===== config.mk =====
export PLATFORM = sky130hd
export DESIGN_NAME = cbq_cell
export DESIGN_NICKNAME = d
export VERILOG_FILES = /design/src/rtl/cbq_pkg.sv /design/src/rtl/cbq_cell.sv
export SDC_FILE = /design/constraint.sdc
export NUM_CORES = 2
export LEC_CHECK = 0
export ABC_AREA = 1
export BUFFER_PORTS_ARGS = -buffer_cell sky130_fd_sc_hd__buf_2
export CORE_MARGIN = 1
export CORE_UTILIZATION = 30
export CTS_BUF_LIST = sky130_fd_sc_hd__clkbuf_4 sky130_fd_sc_hd__clkbuf_8
export CTS_CLUSTER_DIAMETER = 30
export DETAILED_ROUTE_END_ITERATION = 12
export HOLD_SLACK_MARGIN = 0.12
export SLEW_MARGIN = 20
export SYNTH_ARGS = -nofsm -noshare
export SYNTH_HDL_FRONTEND = slang
export SYNTH_SLANG_ARGS = --single-unit

===== constraint.sdc =====
create_clock -name clk -period 9.1 [get_ports clk]
set_input_delay 1.82 -clock clk [delete_from_list [all_inputs] [get_ports clk]]
set_output_delay 1.82 -clock clk [all_outputs]
set_load 0.05 [all_outputs]

===== src/rtl/cbq_pkg.sv =====
// shared constants, types and rounding helper for the cascaded biquad filter
`timescale 1ns / 1ps

package cbq_pkg;

  localparam int MAX_SECTIONS = 8;
  localparam int SAMPLE_WIDTH = 24;
  localparam int COEF_WIDTH   = 20;
  localparam int COEF_FRAC    = COEF_WIDTH - 4;
  localparam int PROD_W       = SAMPLE_WIDTH + COEF_WIDTH;
  localparam int ACC_W        = PROD_W + 4;
  localparam int SEC_W        = (MAX_SECTIONS > 1) ? $clog2(MAX_SECTIONS) : 1;
  localparam int ACT_W        = 4;
  localparam int IDX_W        = 3;
  localparam int SLOT_W       = 2;
  localparam int CFG_IDX_W    = 1;

  localparam logic [CFG_IDX_W-1:0] REG_ACTIVE_SECTIONS = 1'd0;
  localparam logic [CFG_IDX_W-1:0] REG_OUTPUT_SCALE    = 1'd1;

  localparam logic CMD_FILTER = 1'b0;
  localparam logic CMD_WRITE  = 1'b1;

  localparam logic [ACT_W-1:0] ACTIVE_RESET = 4'd1;
  localparam logic signed [COEF_WIDTH-1:0] SCALE_RESET =
    COEF_WIDTH'(1 << COEF_FRAC);

  typedef enum logic {
    ST_IDLE,
    ST_BUSY
  } ctrl_state_t;

  typedef struct packed {
    logic                          en;
    logic [SLOT_W-1:0]             slot;
    logic signed [COEF_WIDTH-1:0]  value;
  } coef_wr_t;

  function automatic logic signed [SAMPLE_WIDTH-1:0] round_sat(
    input logic signed [ACC_W-1:0] a
  );
    logic signed [ACC_W-1:0] r;
    logic signed [ACC_W-1:0] q;
    logic signed [ACC_W-1:0] smax;
    logic signed [ACC_W-1:0] smin;
    smax = (ACC_W'(1) <<< (SAMPLE_WIDTH - 1)) - ACC_W'(1);
    smin = -smax - ACC_W'(1);
    r = a + (ACC_W'(1) <<< (COEF_FRAC - 1));
    q = r >>> COEF_FRAC;
    if (q > smax) begin
      round_sat = smax[SAMPLE_WIDTH-1:0];
    end else if (q < smin) begin
      round_sat = smin[SAMPLE_WIDTH-1:0];
    end else begin
      round_sat = q[SAMPLE_WIDTH-1:0];
    end
  endfunction

endpackage


===== src/rtl/cbq_cell.sv =====
// one biquad section: coefficients, history and a multiply-accumulate sequencer
`timescale 1ns / 1ps

module cbq_cell
  import cbq_pkg::*;
(
  input  logic                           clk,
  input  logic                           rst,
  input  logic                           start,
  input  logic signed [SAMPLE_WIDTH-1:0] x_in,
  input  coef_wr_t                       wr,
  output logic                           done,
  output logic signed [SAMPLE_WIDTH-1:0] y_out
);

  logic signed [COEF_WIDTH-1:0]   coef [4];
  logic signed [SAMPLE_WIDTH-1:0] hist [4];
  logic signed [SAMPLE_WIDTH-1:0] x_reg;
  logic signed [PROD_W-1:0]       prod;
  logic signed [ACC_W-1:0]        acc;
  logic [2:0]                     phase;
  logic                           busy;
  logic signed [SAMPLE_WIDTH-1:0] y_next;

  assign y_next = round_sat(acc);

  always_ff @(posedge clk) begin
    if (rst) begin
      busy  <= 1'b0;
      done  <= 1'b0;
      phase <= '0;
      for (int k = 0; k < 4; k++) begin
        coef[k] <= '0;
        hist[k] <= '0;
      end
    end else begin
      done <= 1'b0;
      if (wr.en) begin
        coef[wr.slot] <= wr.value;
        for (int k = 0; k < 4; k++) begin
          hist[k] <= '0;
        end
      end
      if (start && !busy) begin
        x_reg <= x_in;
        acc   <= ACC_W'(x_in) <<< COEF_FRAC;
        phase <= '0;
        busy  <= 1'b1;
      end else if (busy) begin
        phase <= phase + 3'd1;
        if (phase <= 3'd3) begin
          prod <= coef[phase[1:0]] * hist[phase[1:0]];
        end
        if (phase == 3'd1 || phase == 3'd2) begin
          acc <= acc + ACC_W'(prod);
        end else if (phase == 3'd3 || phase == 3'd4) begin
          acc <= acc - ACC_W'(prod);
        end
        if (phase == 3'd5) begin
          hist[1] <= hist[0];
          hist[0] <= x_reg;
          hist[3] <= hist[2];
          hist[2] <= y_next;
          y_out   <= y_next;
          done    <= 1'b1;
          busy    <= 1'b0;
        end
      end
    end
  end

endmodule


# [Word-level counts from Yosys, hierarchy flattened]
# Memory sizes are Yosys's and may differ from the RTL's. A register that Yosys moved wholly into a read port is not among the register bits.
# Cells that the tools add are included.
# W data, S select, Z words.
[classes] addsub=4 n_mul=1 magnitude_cmp=3 n_eq_ne=5 n_mux=34 bitwise=10 reduce_logical=12
[op_table] operator="$mux W24" count=10
[op_table] operator="$mux W48" count=4
[op_table] operator="$add A48 B17 Y48 const B" count=1
[op_table] operator="$add A48 B44 Y48" count=1
[op_table] operator="$sub A48 B44 Y48" count=1
[op_table] operator="$mul A20 B24 Y44" count=1
[op_table] operator="$gt A32 B24 Y1 const B" count=1
[op_table] operator="$lt A32 B24 Y1 const B" count=1
[op_table] operator="$mux W20" count=1
[op_table] operator="$reduce_or A20 Y1" count=1
[op_table] operator="$mux W1" count=14
[op_table] operator="$mux W2" count=5
[op_table] operator="$or A1 B1 Y1" count=8
[op_table] operator="$reduce_and A4 Y1" count=2
[op_table] operator="$eq A3 B2 Y1 const B" count=2
[op_table] operator="$eq A3 B3 Y1 const B" count=2
[op_table] operator="$add A3 B1 Y3 const B" count=1
[op_table] operator="$eq A3 B1 Y1 const B" count=1
[op_table] operator="$le A3 B2 Y1 const B" count=1
[op_table] operator="$reduce_and A3 Y1" count=1
[op_table] operator="$reduce_bool A3 Y1" count=1
[op_table] operator="$logic_or A1 B1 Y1" count=2
[op_table] operator="$not A1 Y1" count=2
[op_table] operator="$reduce_and A2 Y1" count=1
[op_table] operator="other kinds (4)" count=4
[word_totals] ff_bits=145 ramBits=176 input_bits=50 output_inout_bits=25 word_cells=79 n_memories=2
[memory_table] name="hist" depth=4 word_bits=24 read_ports=3 rd_ports_with_merged_regs=1 wr=4 line_no="cbq_cell.sv:17" text="logic signed [SAMPLE_WIDTH-1:0] hist [4];"
[memory_table] name="coef" depth=4 word_bits=20 read_ports=1 rd_ports_with_merged_regs=1 wr=4 line_no="cbq_cell.sv:16" text="logic signed [COEF_WIDTH-1:0] coef [4];"

# [Depth between registers and ports, before layout]
[depth] ltp_word=7 mapped_depth=34 depth_no_buf=31

# [Least setup slack after synthesis]
# Ideal clock, no wire load.
[synth_timing] kind="register -> register" from="register (tool-made name)" to="register prod[43], data pin" setup_ps=252 arrival_ps=7015 t_required_ps=8848 slack_ps=1833 stages_incl_launch_ff=28 path_buffers=4 period_less_slack_ps=7267 path_cell_list="dfxtp_1 -> buf_2 -> buf_2 -> buf_2 -> nand2_1 -> a32oi_1 -> buf_2 -> nand2_1 -> fa_1 -> inv_1 -> fa_1 -> inv_1 -> fa_1 -> inv_1 -> fa_1 -> fa_1 -> fa_1 -> inv_1 -> fa_1 -> inv_1 -> ha_1 -> nand4_1 -> nor4_1 -> nand3_1 -> nand3_1 -> inv_1 -> nand2_1 -> nand2_1"
[synth_rtl] element="end signal: assignment" line_no="cbq_cell.sv:52" text="prod <= coef[phase[1:0]] * hist[phase[1:0]];"
[synth_rtl] element="end: declaration" line_no="cbq_cell.sv:19" text="logic signed [PROD_W-1:0] prod;"

==> flow_summary_export.csv <==
group,metric,value,unit
run_status,status,"finished clean",
clocking,post_cts_hold_buffer_count,0,
drt,wirelength,119000,um
global_route,grt_most_used_layer,"met2",
setup_path,timing.critical_path.required,9480,ps
global_route,use_met2,0.318,
global_route,grt-ovfl-total,0,
timing,grt_setup_unrepaired,"no",
timing,final_max_slew_viol_count,0,
synthesis,portion_of_the_post_synthesis_area_used_by_sequential_elements,0.256,
cells_and_area,fillerInstances,12620,
flow_run,max_cap_violations,0,
clocking,max-clock-path-buffers,3,
timing,finClkSkew,65.3,ps
die,core.rowCount,127,
placement,gpl.final_weighted_congestion,0.984,
cells_and_area,final_layout_size_suffix_gt1_frac,0.0858,
placement,io_buffer_count,74,
global_route,gr-usage-met3,0.0299,
synthesis,synth.top_cells.by_area,"sky130_fd_sc_hd__fa_1, sky130_fd_sc_hd__edfxtp_1, sky130_fd_sc_hd__inv_1, sky130_fd_sc_hd__nand2_1, sky130_fd_sc_hd__nor2_1",
min_path,hold_path_end,"hist[3][16]",
global_route,grt_max_degree,70,
cells_and_area,layout_common_cells,"sky130_fd_sc_hd__inv_1, sky130_fd_sc_hd__nand2_1, sky130_fd_sc_hd__nor2_1",
synthesis,ys_async_sr_fraction,0,
setup_path,crit_type,"register to register",
global_route,grt_antenna_before_repair,3,
cells_and_area,area_delta_synth_final,11.9,%
synthesis,syn_avg_cell_area,8.25,um2
timing,fin_crit_sh,0.931,
synthesis,syn-instance-count,4449,
synthesis,ys_dominant_reg_cell,"sky130_fd_sc_hd__edfxtp_1",
setup_path,regToRegEndpoint,"prod[21]",
synthesis,synth.yosys.warnings,0,
synthesis,yosys.area.top_type_share,0.269,
timing,max-slew-margin-rel,0.282,
die,dieArea,0.124,mm2
synthesis,synth-edff-count,292,
drt,detail_route.first_pass.iterations,7,
drt,detailroute.via_count,29915,
drt,drtAntennaViolNets,0,
cells_and_area,final_nets,5275,
clocking,cts_repair_resizes,0,
global_route,track_usage,0.197,
clocking,htree_num_levels,3,
setup_path,worstSetupEndpointType,"register",
setup_path,cp.arrival,8850,ps
cells_and_area,regMostFlops,"hist",
die,start_util,0.304,
drt,detail_route.vias_per_cell,4.80,
die,die_h,352,um
clocking,clock_pin_transition_on_the_worst_setup_and_hold_timing_paths,60,ps
drt,route.detailed.drc,0,
timing,timing.final.hold_violations,0,
clocking,cts.sink_count,323,
setup_path,critical_path.startpoint_type,"register",
synthesis,netlist.top_cell.by_area,"sky130_fd_sc_hd__fa_1",
synthesis,number_of_distinct_library_cell_variants_in_the_gate_level_netlist_after_synthesis,47,
drt,avgRoutedWirePerCell,19.1,um
cells_and_area,layout.cells.most_common,"sky130_fd_sc_hd__inv_1",
min_path,hp-class,"register to register",
timing,holdWs,460,ps
die,design.portCount,75,
timing,clock.fmax,118,MHz
setup_path,timing.critical_path.fanout_max,40,
min_path,hold_path.startpoint,"hist[2][16]",
min_path,min_delay_path_depth,2,
clocking,clk-insertion-delay-late,690,ps
cells_and_area,largest_reg_flops,96,
die,die_x,352,um
setup_path,worst_r2r_path_depth,24,
clocking,clock_buffers_created_by_tritoncts,77,
global_route,grt_first_pass_wirelength,186000,um
global_route,vias_in_the_first_global_route,30902,
synthesis,synth_fp_nets,5161,
die,floorplan.core_area,0.121,mm2
clocking,post-cts-setup-buffer-count,0,
setup_path,ff2ff_setup_slack,630,ps
timing,setup_tns,0,ps
timing,setup-violations-final,0,
synthesis,register_bit_count_reported_by_yosys,323,
timing,worst_slew_pin_slew,1070,ps
clocking,cts_root_buf,"sky130_fd_sc_hd__clkbuf_8",
placement,place_hpwl,97400,um
timing,period_needed,8470,ps
cells_and_area,layout_top_registers,"hist: 96 flops, coef: 80 flops, acc: 48 flops",
synthesis,synthesis.area,0.0367,mm2
drt,drt_iter0_drc,2583,
clocking,cts_tree,"yes",
global_route,grt_util_met1,0.265,
cells by family (layout without fill, tap and decap cells):
kind of cell	Yosys count	in the layout	synth area share
AOI/OAI and AO/OA	449	449	0.0741
xor gates and xnor gates	118	118	0.0287
adders and majority gates	662	662	0.327
buffers and inverters	1076	1252	0.112
DFF	323	323	0.256
other	0	1	0
and+or+nand+nor	1821	1821	0.203
per-layer routing:
metal | vias to the layer above | part of all wire
met4 | 2 | 0.041
li1 | 13937 | -
met2 | 1120 | 0.46
met5 | - | 0.00012
met3 | 211 | 0.064
met1 | 14645 | 0.43
worst max-delay path by stage:
stage | start | to | slack [ps] | cells past startpoint
global placement | register | prod[31] | 680 | 27
floorplan | register | prod[43] | 1830 | 27
detailed placement | register | prod[40] | 720 | 26
CTS | register | prod[29] | 660 | 26
finish | register | prod[21] | 630 | 24
global route | register | prod[40] | 190 | 26
cell type report:
type                            count  area (um2)  area share
Clock inverter                     40         487      0.0119
Clock buffer                      101        1270      0.0310
Tap cell                         1612        2020      0.0491
Multi-Input combinational cell   3050       23300       0.567
Timing Repair Buffer              164        1070      0.0261
Antenna cell                        1        2.50   0.0000609
Inverter                          947        3550      0.0866
Sequential cell                   323        9390       0.229
synth_stat cells, types with 8 or more instances:
| cell type | count |
|---|---|
| sky130_fd_sc_hd__a21o_1 | 8 |
| sky130_fd_sc_hd__a21oi_1 | 190 |
| sky130_fd_sc_hd__a21oi_2 | 21 |
| sky130_fd_sc_hd__a31oi_1 | 26 |
| sky130_fd_sc_hd__a32oi_1 | 35 |
| sky130_fd_sc_hd__a32oi_2 | 9 |
| sky130_fd_sc_hd__buf_2 | 32 |
| sky130_fd_sc_hd__clkbuf_1 | 87 |
| sky130_fd_sc_hd__clkinv_1 | 11 |
| sky130_fd_sc_hd__dfxtp_1 | 31 |
| sky130_fd_sc_hd__edfxtp_1 | 292 |
| sky130_fd_sc_hd__fa_1 | 493 |
| sky130_fd_sc_hd__ha_1 | 169 |
| sky130_fd_sc_hd__inv_1 | 929 |
| sky130_fd_sc_hd__nand2_1 | 857 |
| sky130_fd_sc_hd__nand2_4 | 22 |
| sky130_fd_sc_hd__nand3_1 | 142 |
| sky130_fd_sc_hd__nand4_1 | 36 |
| sky130_fd_sc_hd__nor2_1 | 690 |
| sky130_fd_sc_hd__nor2_2 | 8 |
| sky130_fd_sc_hd__nor3_1 | 33 |
| sky130_fd_sc_hd__nor4_1 | 9 |
| sky130_fd_sc_hd__o21ai_0 | 115 |
| sky130_fd_sc_hd__o21bai_1 | 23 |
| sky130_fd_sc_hd__xnor2_1 | 40 |
| sky130_fd_sc_hd__xor2_1 | 76 |
metrics by stage:
step            util  instance area [um2]  worst slack [ps]  instances
5_1_grt        0.341                41100               191       6238
3_3_place_gp   0.326                39300               683       6096
6_report       0.341                41100               632       6238
4_1_cts        0.340                41100               659       6237
3_5_place_dp   0.326                39300               718       6096
2_1_floorplan      -                36700              1830       4449
worst max-delay path: stages, from the launching register on:
cell	delay [ps]
sky130_fd_sc_hd__dfxtp_1	300
sky130_fd_sc_hd__inv_2	580
sky130_fd_sc_hd__buf_4	300
sky130_fd_sc_hd__a21oi_1	60
sky130_fd_sc_hd__a32oi_1	460
sky130_fd_sc_hd__clkinv_1	490
sky130_fd_sc_hd__nor2_1	250
sky130_fd_sc_hd__fa_1	470
sky130_fd_sc_hd__fa_1	520
sky130_fd_sc_hd__inv_1	60
sky130_fd_sc_hd__fa_1	540
sky130_fd_sc_hd__inv_1	60
sky130_fd_sc_hd__fa_1	520
sky130_fd_sc_hd__fa_1	460
sky130_fd_sc_hd__fa_1	620
sky130_fd_sc_hd__inv_1	80
sky130_fd_sc_hd__fa_1	540
sky130_fd_sc_hd__inv_1	50
sky130_fd_sc_hd__ha_1	370
sky130_fd_sc_hd__a21oi_1	210
sky130_fd_sc_hd__o21ai_0	150
sky130_fd_sc_hd__a21oi_1	230
sky130_fd_sc_hd__o21ai_1	210
sky130_fd_sc_hd__a21oi_1	350
sky130_fd_sc_hd__xnor2_1	280
Power is not shown: default switching activity piles up to over one toggle a cycle in this logic, so the estimate is an artifact.
