--- src/rtl/cbq_pkg.sv ---
// shared constants, types and rounding helper for the cascaded biquad filter
`timescale 1ns / 1ps

package cbq_pkg;

  localparam int MAX_SECTIONS = 8;
  localparam int SAMPLE_WIDTH = 24;
  localparam int COEF_WIDTH   = 20;
  localparam int COEF_FRAC    = COEF_WIDTH - 4;
  localparam int PROD_W       = SAMPLE_WIDTH + COEF_WIDTH;
  localparam int ACC_W        = PROD_W + 4;
  localparam int SEC_W        = (MAX_SECTIONS > 1) ? $clog2(MAX_SECTIONS) : 1;
  localparam int ACT_W        = 4;
  localparam int IDX_W        = 3;
  localparam int SLOT_W       = 2;
  localparam int CFG_IDX_W    = 1;

  localparam logic [CFG_IDX_W-1:0] REG_ACTIVE_SECTIONS = 1'd0;
  localparam logic [CFG_IDX_W-1:0] REG_OUTPUT_SCALE    = 1'd1;

  localparam logic CMD_FILTER = 1'b0;
  localparam logic CMD_WRITE  = 1'b1;

  localparam logic [ACT_W-1:0] ACTIVE_RESET = 4'd1;
  localparam logic signed [COEF_WIDTH-1:0] SCALE_RESET =
    COEF_WIDTH'(1 << COEF_FRAC);

  typedef enum logic {
    ST_IDLE,
    ST_BUSY
  } ctrl_state_t;

  typedef struct packed {
    logic                          en;
    logic [SLOT_W-1:0]             slot;
    logic signed [COEF_WIDTH-1:0]  value;
  } coef_wr_t;

  function automatic logic signed [SAMPLE_WIDTH-1:0] round_sat(
    input logic signed [ACC_W-1:0] a
  );
    logic signed [ACC_W-1:0] r;
    logic signed [ACC_W-1:0] q;
    logic signed [ACC_W-1:0] smax;
    logic signed [ACC_W-1:0] smin;
    smax = (ACC_W'(1) <<< (SAMPLE_WIDTH - 1)) - ACC_W'(1);
    smin = -smax - ACC_W'(1);
    r = a + (ACC_W'(1) <<< (COEF_FRAC - 1));
    q = r >>> COEF_FRAC;
    if (q > smax) begin
      round_sat = smax[SAMPLE_WIDTH-1:0];
    end else if (q < smin) begin
      round_sat = smin[SAMPLE_WIDTH-1:0];
    end else begin
      round_sat = q[SAMPLE_WIDTH-1:0];
    end
  endfunction

endpackage

--- src/rtl/cbq_scaler.sv ---
// output gain, rounding, saturation and result register
`timescale 1ns / 1ps

module cbq_scaler
  import cbq_pkg::*;
(
  input  logic                           clk,
  input  logic                           rst,
  input  logic                           start,
  input  logic signed [SAMPLE_WIDTH-1:0] v_in,
  input  logic signed [COEF_WIDTH-1:0]   scale,
  output logic                           done,
  output logic                           out_valid,
  input  logic                           out_ready,
  output logic signed [SAMPLE_WIDTH-1:0] out_data
);

  logic signed [PROD_W-1:0] prod;
  logic                     prod_valid;
  logic                     move;

  assign move = prod_valid && (!out_valid || out_ready);

  always_ff @(posedge clk) begin
    if (rst) begin
      prod_valid <= 1'b0;
      out_valid  <= 1'b0;
      done       <= 1'b0;
    end else begin
      done <= move;
      if (start) begin
        prod       <= v_in * scale;
        prod_valid <= 1'b1;
      end else if (move) begin
        prod_valid <= 1'b0;
      end
      if (move) begin
        out_data  <= round_sat(ACC_W'(prod));
        out_valid <= 1'b1;
      end else if (out_ready) begin
        out_valid <= 1'b0;
      end
    end
  end

endmodule
--- config.mk ---
export PLATFORM = sky130hd
export DESIGN_NAME = cbq_scaler
export DESIGN_NICKNAME = d
export VERILOG_FILES = /design/src/rtl/cbq_pkg.sv /design/src/rtl/cbq_scaler.sv
export SDC_FILE = /design/constraint.sdc
export NUM_CORES = 1
export LEC_CHECK = 0
export BUFFER_PORTS_ARGS = -buffer_cell sky130_fd_sc_hd__clkbuf_2
export CORE_ASPECT_RATIO = 0.75
export CORE_MARGIN = 5
export CORE_UTILIZATION = 65
export CTS_BUF_LIST = sky130_fd_sc_hd__clkbuf_2 sky130_fd_sc_hd__clkbuf_4 sky130_fd_sc_hd__clkbuf_8
export DETAILED_ROUTE_END_ITERATION = 8
export PLACE_DENSITY = 0.87
export SLEW_MARGIN = 25
export SYNTH_ARGS = -nofsm -noshare
export SYNTH_HDL_FRONTEND = slang
export SYNTH_SLANG_ARGS = --single-unit
--- constraint.sdc ---
create_clock -name clk -period 13.65 [get_ports clk]
set_clock_uncertainty 0.1 [all_clocks]
set_input_delay 2.0475 -clock clk [delete_from_list [all_inputs] [get_ports clk]]
set_output_delay 2.0475 -clock clk [all_outputs]
set_load 0.01 [all_outputs]
### Word level (Yosys, flattened, before mapping)

Cells that the tools add are included.

* output and inout port bits: 26
* register bits: 71
* logic and storage cells: 22
* input port bits: 48

* $lt $le $gt $ge: 2
* add/subtract/negate cells: 1
* bitwise operators: 1
* muxes and demuxes: 5
* reductions and logical operators: 7
* $mul: 1

Operators with widths (number)
* $add A44 B17 Y45 const B: 1
* $mul A24 B20 Y44: 1
* $gt A29 B24 Y1 const B: 1
* $lt A29 B24 Y1 const B: 1
* $mux W24: 1
* $mux W1: 4
* $reduce_and A2 Y1: 2
* $reduce_bool A2 Y1: 2
* $logic_and A1 B1 Y1: 1
* $logic_not A1 Y1: 1
* $logic_or A1 B1 Y1: 1
* $not A1 Y1: 1

### Logic depth before layout (Yosys ltp)

Gate-level depths: netlist of the first run.

* depth after elaboration: 5
* depth in mapped cells: 27

### Least setup slack after synthesis of the first run

OpenSTA, ideal clock, no wires.

* kind: input-to-reg
* from: input v_in[23]
* to: register prod[41] (data pin)
* library setup time: 0.262 ns
* path buffers: 2
* stages on the path: 26
* slack: 4.889 ns
* data arrival time: 8.398 ns
* data required time: 13.288 ns
* cell sequence: clkbuf_1 and2_1 fa_1 inv_1 fa_1 inv_1 fa_1 inv_1 fa_1 inv_1 fa_1 inv_1 fa_1 fa_1 inv_1 ha_1 clkbuf_1 a21o_1 a21oi_1 o21bai_1 a21oi_1 nor2b_1 o21a_1 a311oi_1 o21bai_1 xor2_1

* word-level cells in the longest chain between the ends: 1

RTL lines
* from (decl): RTL line cbq_scaler.sv:10 `input logic signed [SAMPLE_WIDTH-1:0] v_in,`
* $mul A24 B20 Y44: RTL line cbq_scaler.sv:32 `prod <= v_in * scale;`
* to (signal assigned): RTL line cbq_scaler.sv:32
* to (decl): RTL line cbq_scaler.sv:18 `logic signed [PROD_W-1:0] prod;`

Every way passes these cells.
A chain may end at the register's enable or synchronous reset.

### Worst setup path in the final report of the first run

* from: input scale[2]
* to: register prod[41] (data pin)

* word-level cells in the longest chain between the ends: 1

RTL lines
* from (decl): RTL line cbq_scaler.sv:11 `input logic signed [COEF_WIDTH-1:0] scale,`
* $mul A24 B20 Y44: RTL line cbq_scaler.sv:32

Every way passes these cells.

==> impl_results.md, run 1 <==
* CTS H-Tree Depth at 2
* Post-route clock period utilization at 0.6803
* Post-CTS Resized at 0
* Vias per cell at ~5.7
* I/O Buffers at 73
* Unrepaired setup endpoints after global routing: false
* Global Route Usage Sum at 0.3035
* Setup CP Type: primary input to register
* Clock buffer depth at 2
* Most used DFF post-synth: edfxtp_1
* DRC Markers at 0
* Final Non-Filler Cells at around 2,500
* Final setup viols at 0
* Synth unique cells at 57
* WL/cell at roughly 20 um
* Die H at ~160 um
* Worst Setup SP: scale[2]
* Synthesized flop and latch total at 56
* Antenna violations before repair at 1
* Fin. max-slew vios at 0
* Num Clock Sinks at 56
* PnR worst setup slack at approximately 4.4 ns
* Number of global-route vias before repair at 16,230
* DP Worst Slack at 4.089 ns
* Post-DP HPWL at just under 40,000 um
* Die width at ~210 um
* Post-route antenna net violation count at 0
* CP max FO at 24
* Total of max-cap violations at 0
* Tmin final at roughly 9.3 ns
* Wirelength, routed at 48,880 um
* Top Usage Layer GRT: met2
* FF-to-FF path depth at 9
* CTS Hold Bufs at 0
* Ant diodes at 0
* Core area at roughly 0.03 mm^2
* Reg-to-Reg End: out_data[12]
* Dpl cell area at roughly 0.02 mm^2
* Fill cell count at 2,264
* Post-Place Cells at between 2,000 and 2,500
* Critical path arrival at 9.24 ns
* Initial Utilization at 0.6570
* Cells after Synth at 2,111
* Die ar. at 0.03409 mm^2
* Global routing usage on met1 at 0.4060
* Setup TNS at 0 ns
* TritonCTS buffer count at 5
* Fraction of registers with async set/reset at 0
* GR Util met2 at 0.4749
* Critical path data required time at roughly 14 ns
* Layout cell share with drive strength beyond 1 at 0.04855
* Largest net degree at the start of global routing at 30
* Status: finished, final reports clean
* Max frequency at roughly 110 MHz
* Area of the multi-input gates at about 0.016 mm^2
* Critical R2R Launch: prod[18]
* GR Overflow Total at 0
* Sequential cell area at between 0.0015 and 0.002 mm^2
* First-pass GRT wire length at between 80,000 and 90,000 um
* Crit start category: primary input
* Crit path to: prod[41]
* Number of synthesized flops with an enable pin at 53
* Final count of hold timing violations at 0
* Io pins at 74
* Area grow syn2layout at 3.001%
* Row Count at 55
* Setup bufs post-CTS at 0
* Initial DRC Count at between 1,000 and 1,500
* Clock slew at reported path FFs at 0.08 ns
* Syn Nets at 2,763
* Clk root buf: clkbuf_8
* GPL Wtd Cong at 0.9757
* Worst R2R Setup Slack at 10.71 ns
* Via count at ~14,000
* Worst skew pair latency at roughly 0.30 ns
* CTS tree: done
* M3 GR Usage at 0.1083
* Fin area at around 0.02 mm^2
* Final net count at around 2,800
* Post-Synthesis Cell Area at around 0.02 mm^2
* Synth Area per Inst at approximately 9.4 um^2
* Worst-margin pin slew at between 1 and 1.5 ns
* Warnings, synthesis at 0
* Hold Path Class: register to register
* Length of the first detailed-routing pass in iterations at 6
* Slew headroom at 0.3149
* Critical Path Sink Type: register
* Sequential share of the synthesized area at 0.08340
[final cells by class]
type                       instances  area share
timing repair buffer              76     0.01901
clock inverter                     1   0.0001840
multi-input combinational       1388      0.7658
tap                              399     0.02447
inverter                         573      0.1054
clock buffer                       7    0.004110
sequential                        56     0.08097
[through the flow]
stage | util | hold WS, ns
floorplan | - | 0.3693
global placement | 0.6738 | 0.3892
detailed placement | 0.6738 | 0.4151
CTS | 0.6768 | 0.4267
global route | 0.6768 | 0.4489
finish | 0.6768 | 0.4224
[state kept, by name (all words and copies together) (netlist names)]
register    count
done            1
out_data       24
prod_valid      1
out_valid       1
prod           29
[cells by family (layout without fill, tap and decap cells)]
logic type	Yosys count	count (layout)	synth area share
buffers and inverters	667	657	0.1282
DFF	56	56	0.08340
and+or+nand+nor	592	592	0.1521
AOI/OAI and AO/OA	127	127	0.03980
adders and majority gates	604	604	0.5677
xor gates and xnor gates	64	64	0.02830
muxes	1	1	0.0005055
[worst max-delay path, cell delays in order]
cell and delay (ns):
clkbuf_2 0.33, and2_1 0.33, fa_1 0.59, inv_1 0.12, fa_1 0.57, inv_1 0.07
fa_1 0.81, inv_1 0.27, fa_1 0.54, inv_1 0.06, fa_1 0.54, inv_1 0.05
fa_1 0.45, fa_1 0.51, inv_1 0.04, ha_1 0.36, a21o_1 0.22, a21oi_1 0.16
o21bai_1 0.10, a21oi_1 0.15, nor2b_1 0.08, o21a_1 0.17, a311oi_1 0.37, o21bai_1 0.13
xor2_1 0.15
[placed cells by master (no fill, tap or decap), types with 9 or more instances in the layout]
cell and instances:
inv_1 573, fa_1 491, nand2_1 242, and2_1 241, ha_1 113, clkbuf_2 73
a21oi_1 55, edfxtp_1 53, nor2_1 38, xnor2_1 38, xor2_1 26, o21ai_0 19
nand3_1 18, nand4_1 12, a21o_1 9
[worst min path at each step]
stage / depth (start not counted) / slack [ns] / endpoint / from
4_1_cts: 1 / 0.43 / done / prod_valid
5_1_grt: 1 / 0.45 / done / prod_valid
2_1_floorplan: 2 / 0.37 / out_valid / prod_valid
6_report: 1 / 0.42 / done / prod_valid
3_5_place_dp: 1 / 0.42 / done / prod_valid
3_3_place_gp: 2 / 0.39 / out_valid / prod_valid
[cells in the mapped netlist, types with 2 or more instances]
cell type,number,share of area
a21o_1,9,0.0034
fa_1,491,0.50
and3_1,4,0.0013
nor3b_1,2,0.00076
o21bai_1,6,0.0023
clkbuf_8,2,0.0014
a41oi_1,3,0.0013
nand4_1,12,0.0038
a31oi_1,5,0.0016
o21a_1,6,0.0023
xor2_1,26,0.011
and3_2,2,0.00076
xnor2_1,38,0.017
a21oi_1,55,0.014
nand3_1,18,0.0045
nor2b_1,7,0.0022
edfxtp_1,53,0.080
nor3_1,6,0.0015
nand2b_1,7,0.0022
inv_1,573,0.11
and2_1,241,0.076
dfxtp_1,3,0.0030
o21ai_0,19,0.0048
o21ai_1,3,0.00076
nand2_1,242,0.046
nor2_2,2,0.00063
a21o_2,2,0.00088
ha_1,113,0.071
buf_6,2,0.0011
clkbuf_1,90,0.017
o31a_1,2,0.00088
a211oi_1,3,0.0011
nor2_1,38,0.0072
o211ai_1,3,0.0011
[layer usage]
metal	routed length, um	part of all wire
met5	92	0.0019
met4	1626	0.033
met3	6704	0.14
met2	21740	0.44
met1	18710	0.38
Power of run 1 is left out: the tool's default activity adds up to more than one toggle a clock period on the data nets, which glitch-free logic cannot reach.
==> run 2, diff against run 1 <==
- CORE_UTILIZATION: 65 -> 60
- PLACE_DENSITY: 0.87 -> 0.85
- clock period: 13.65 -> 7.9 ns (I/O delays scaled with it)
==> run 2 against run 1 <==
  * Design area up 3.2%
  * Critical path depth down 2
  * Routed wire length down 1.5%
  * Sequential cell count unchanged
  * Critical path type unchanged
  * Worst setup slack worse by 4.1 ns
==> impl_results.md, run 2 (synthesis gave the netlist of run 1 again) <==
* Vias per cell at 5.401 (-4.8%)
* Final count of hold timing violations at 0 (unchanged)
* Reg with most FFs: prod
* CTS Hold Bufs at 0 (unchanged)
* Length of the first detailed-routing pass in iterations at 6 (unchanged)
* Max reg flops at 29 (unchanged)
* Hold Path Class: register to register
* Die H at 167.3 um (+3.8%)
* Fin. max-slew vios at 0 (unchanged)
* Largest net degree at the start of global routing at 30 (unchanged)
* Dpl cell area at 0.02093 mm^2 (+3.1%)
* Worst skew pair latency at 0.30 ns (about the same)
* Area grow syn2layout at 6.274%
* Setup CP Type: primary input to register
* CP max stage cell: fa_2
* Crit path top cell by count: fa_1
* CP Cell Sequence: clkbuf_2 > buf_4 > nand2_1 > fa_2 > inv_1 > fa_1 > buf_4 > fa_1 > fa_1 > fa_1 > inv_1 > fa_1 > fa_1 > inv_1 > ha_1 > a21oi_1 > o21bai_1 > a21oi_1 > nor2b_1 > o21a_1 > a311oi_1 > o21bai_1 > xor2_1
* Critical path data required time at 7.85 ns (-5.75 ns)
* Wirelength, routed at 48,130 um (-1.5%)
* Row Count at 57 (+3.6%)
* CTS H-Tree Depth at 2 (unchanged)
* DRC Markers at 0 (unchanged)
* Via count at 14,134 (-0.34%)
* Status: finished, final reports clean
* Initial DRC Count at 1,163 (+1.7%)
* Io pins at 74 (unchanged)
* Critical Path Sink Type: register
* Post-route clock period utilization at 0.9642
* CP max FO at 13 (-46%)
* Crit start category: primary input
* Die ar. at 0.03678 mm^2 (+7.9%)
* GPL Wtd Cong at 0.9595 (-1.7%)
* Layout cell share with drive strength beyond 1 at 0.08460 (+0.03605)
* Die width at 219.8 um (+3.9%)
* Unrepaired setup endpoints after global routing: false
* Post-DP HPWL at 42,410 um (+9.5%)
* Clk root buf: clkbuf_8
* Max frequency at ~130 MHz
* Fin Hold WS at 0.4053 ns (-0.01716 ns)
* Critical path arrival at 7.57 ns (-1.67 ns)
* Buf+Inv Stages, Crit Path at 6 (-1)
* Tmin final at 7.617 ns
* Number of global-route vias before repair at 15,729 (-3.1%)
* Clock slew at reported path FFs at 0.09 ns (about the same)
* Clock buffer depth at 2 (unchanged)
* Final setup viols at 0 (unchanged)
* Cell family with the largest share of critical-path delay: adder cells
* Num Clock Sinks at 56 (unchanged)
* Worst-margin pin slew at 0.7794 ns (-0.2471 ns)
* Antenna violations before repair at 2 (+1)
* Initial Utilization at 0.6103 (-0.04674)
* Regs by FF count: prod (29), out_data (24)
* Total of max-cap violations at 0 (unchanged)
* Commonest non-fill, non-tap cell in the layout: inv_1
* Core area at 0.03245 mm^2 (+7.7%)
* First-pass GRT wire length at 80,780 um (-1.8%)
* Ant diodes at 0 (unchanged)
* Final net count at 2,826 (+2.7%)
* CP peak stage delay at 0.68 ns (-0.13 ns)
* Post-route antenna net violation count at 0 (unchanged)
* GR Overflow Total at 0 (unchanged)
* I/O Buffers at 73 (unchanged)
* Most frequent cells in the layout: inv_1, fa_1, nand2_1
* TritonCTS buffer count at 5 (unchanged)
* Global Route Usage Sum at 0.2751 (-0.02839)
* WL/cell at 18.39 um (-5.9%)
* Slew headroom at 0.4799 (+0.1649)
* Fin area at 0.02105 mm^2 (+3.2%)
* CTS tree: done
[run 2: cell count changes in the layout (fill, tap and decap cells not counted), moves of 2 or more]
| cell | change |
|---|---|
| buf_4 | +73 |
| buf_2 | +4 |
| clkbuf_2 | -4 |
| inv_1 | -3 |
| inv_2 | +3 |
| clkbuf_4 | -2 |
| fa_1 | -2 |
| fa_2 | +2 |
[run 2: final cells by class]
class	count	area (um^2)
Fill cell	2469	11400
Multi-Input combinational cell	1388	15640
Clock inverter	3	22.52
Timing Repair Buffer	150	955.9
Sequential cell	56	1652
Tap cell	442	553.0
Inverter	573	2151
Clock buffer	5	68.82
[run 2: final timing paths]
path	startpoint	to	slack, ns	cells after the start
setup reg to reg	prod[18]	out_data[10]	4.95	9
hold reg to reg	prod_valid	done	0.41	1
hold / removal	prod_valid	done	0.41	1
setup / recovery	scale[5]	prod[41]	0.28	23
[run 2: per-stage QoR]
| step | setup TNS, ns | util | setup slack (ns) | cells |
|---|---|---|---|---|
| global placement | 0 | 0.6451 | 0.08932 | 2609 |
| floorplan | 0 | - | 0.001855 | 2111 |
| detailed placement | -0.3635 | 0.6451 | -0.1338 | 2609 |
| global route | 0 | 0.6486 | 0.007854 | 2617 |
| finish | 0 | 0.6486 | 0.2829 | 2617 |
| CTS | 0 | 0.6479 | 0.1806 | 2617 |
[run 2: timing repair]
item	4_1_cts	5_1_grt
setup buffers	0	0
hold endpoints to repair	0	0
gates resized for setup	0	12
setup endpoints to repair	0	7
[run 2: metal layers]
metal  global-route usage  up-vias  wire, um
met4              0.03038        4       737
met1               0.3908     7113     19800
li1                     -     6212         -
met3               0.1042       79      6193
met5                    0        -        27
met2               0.4243      726     21370
Power of run 2 is left out for the same reason.
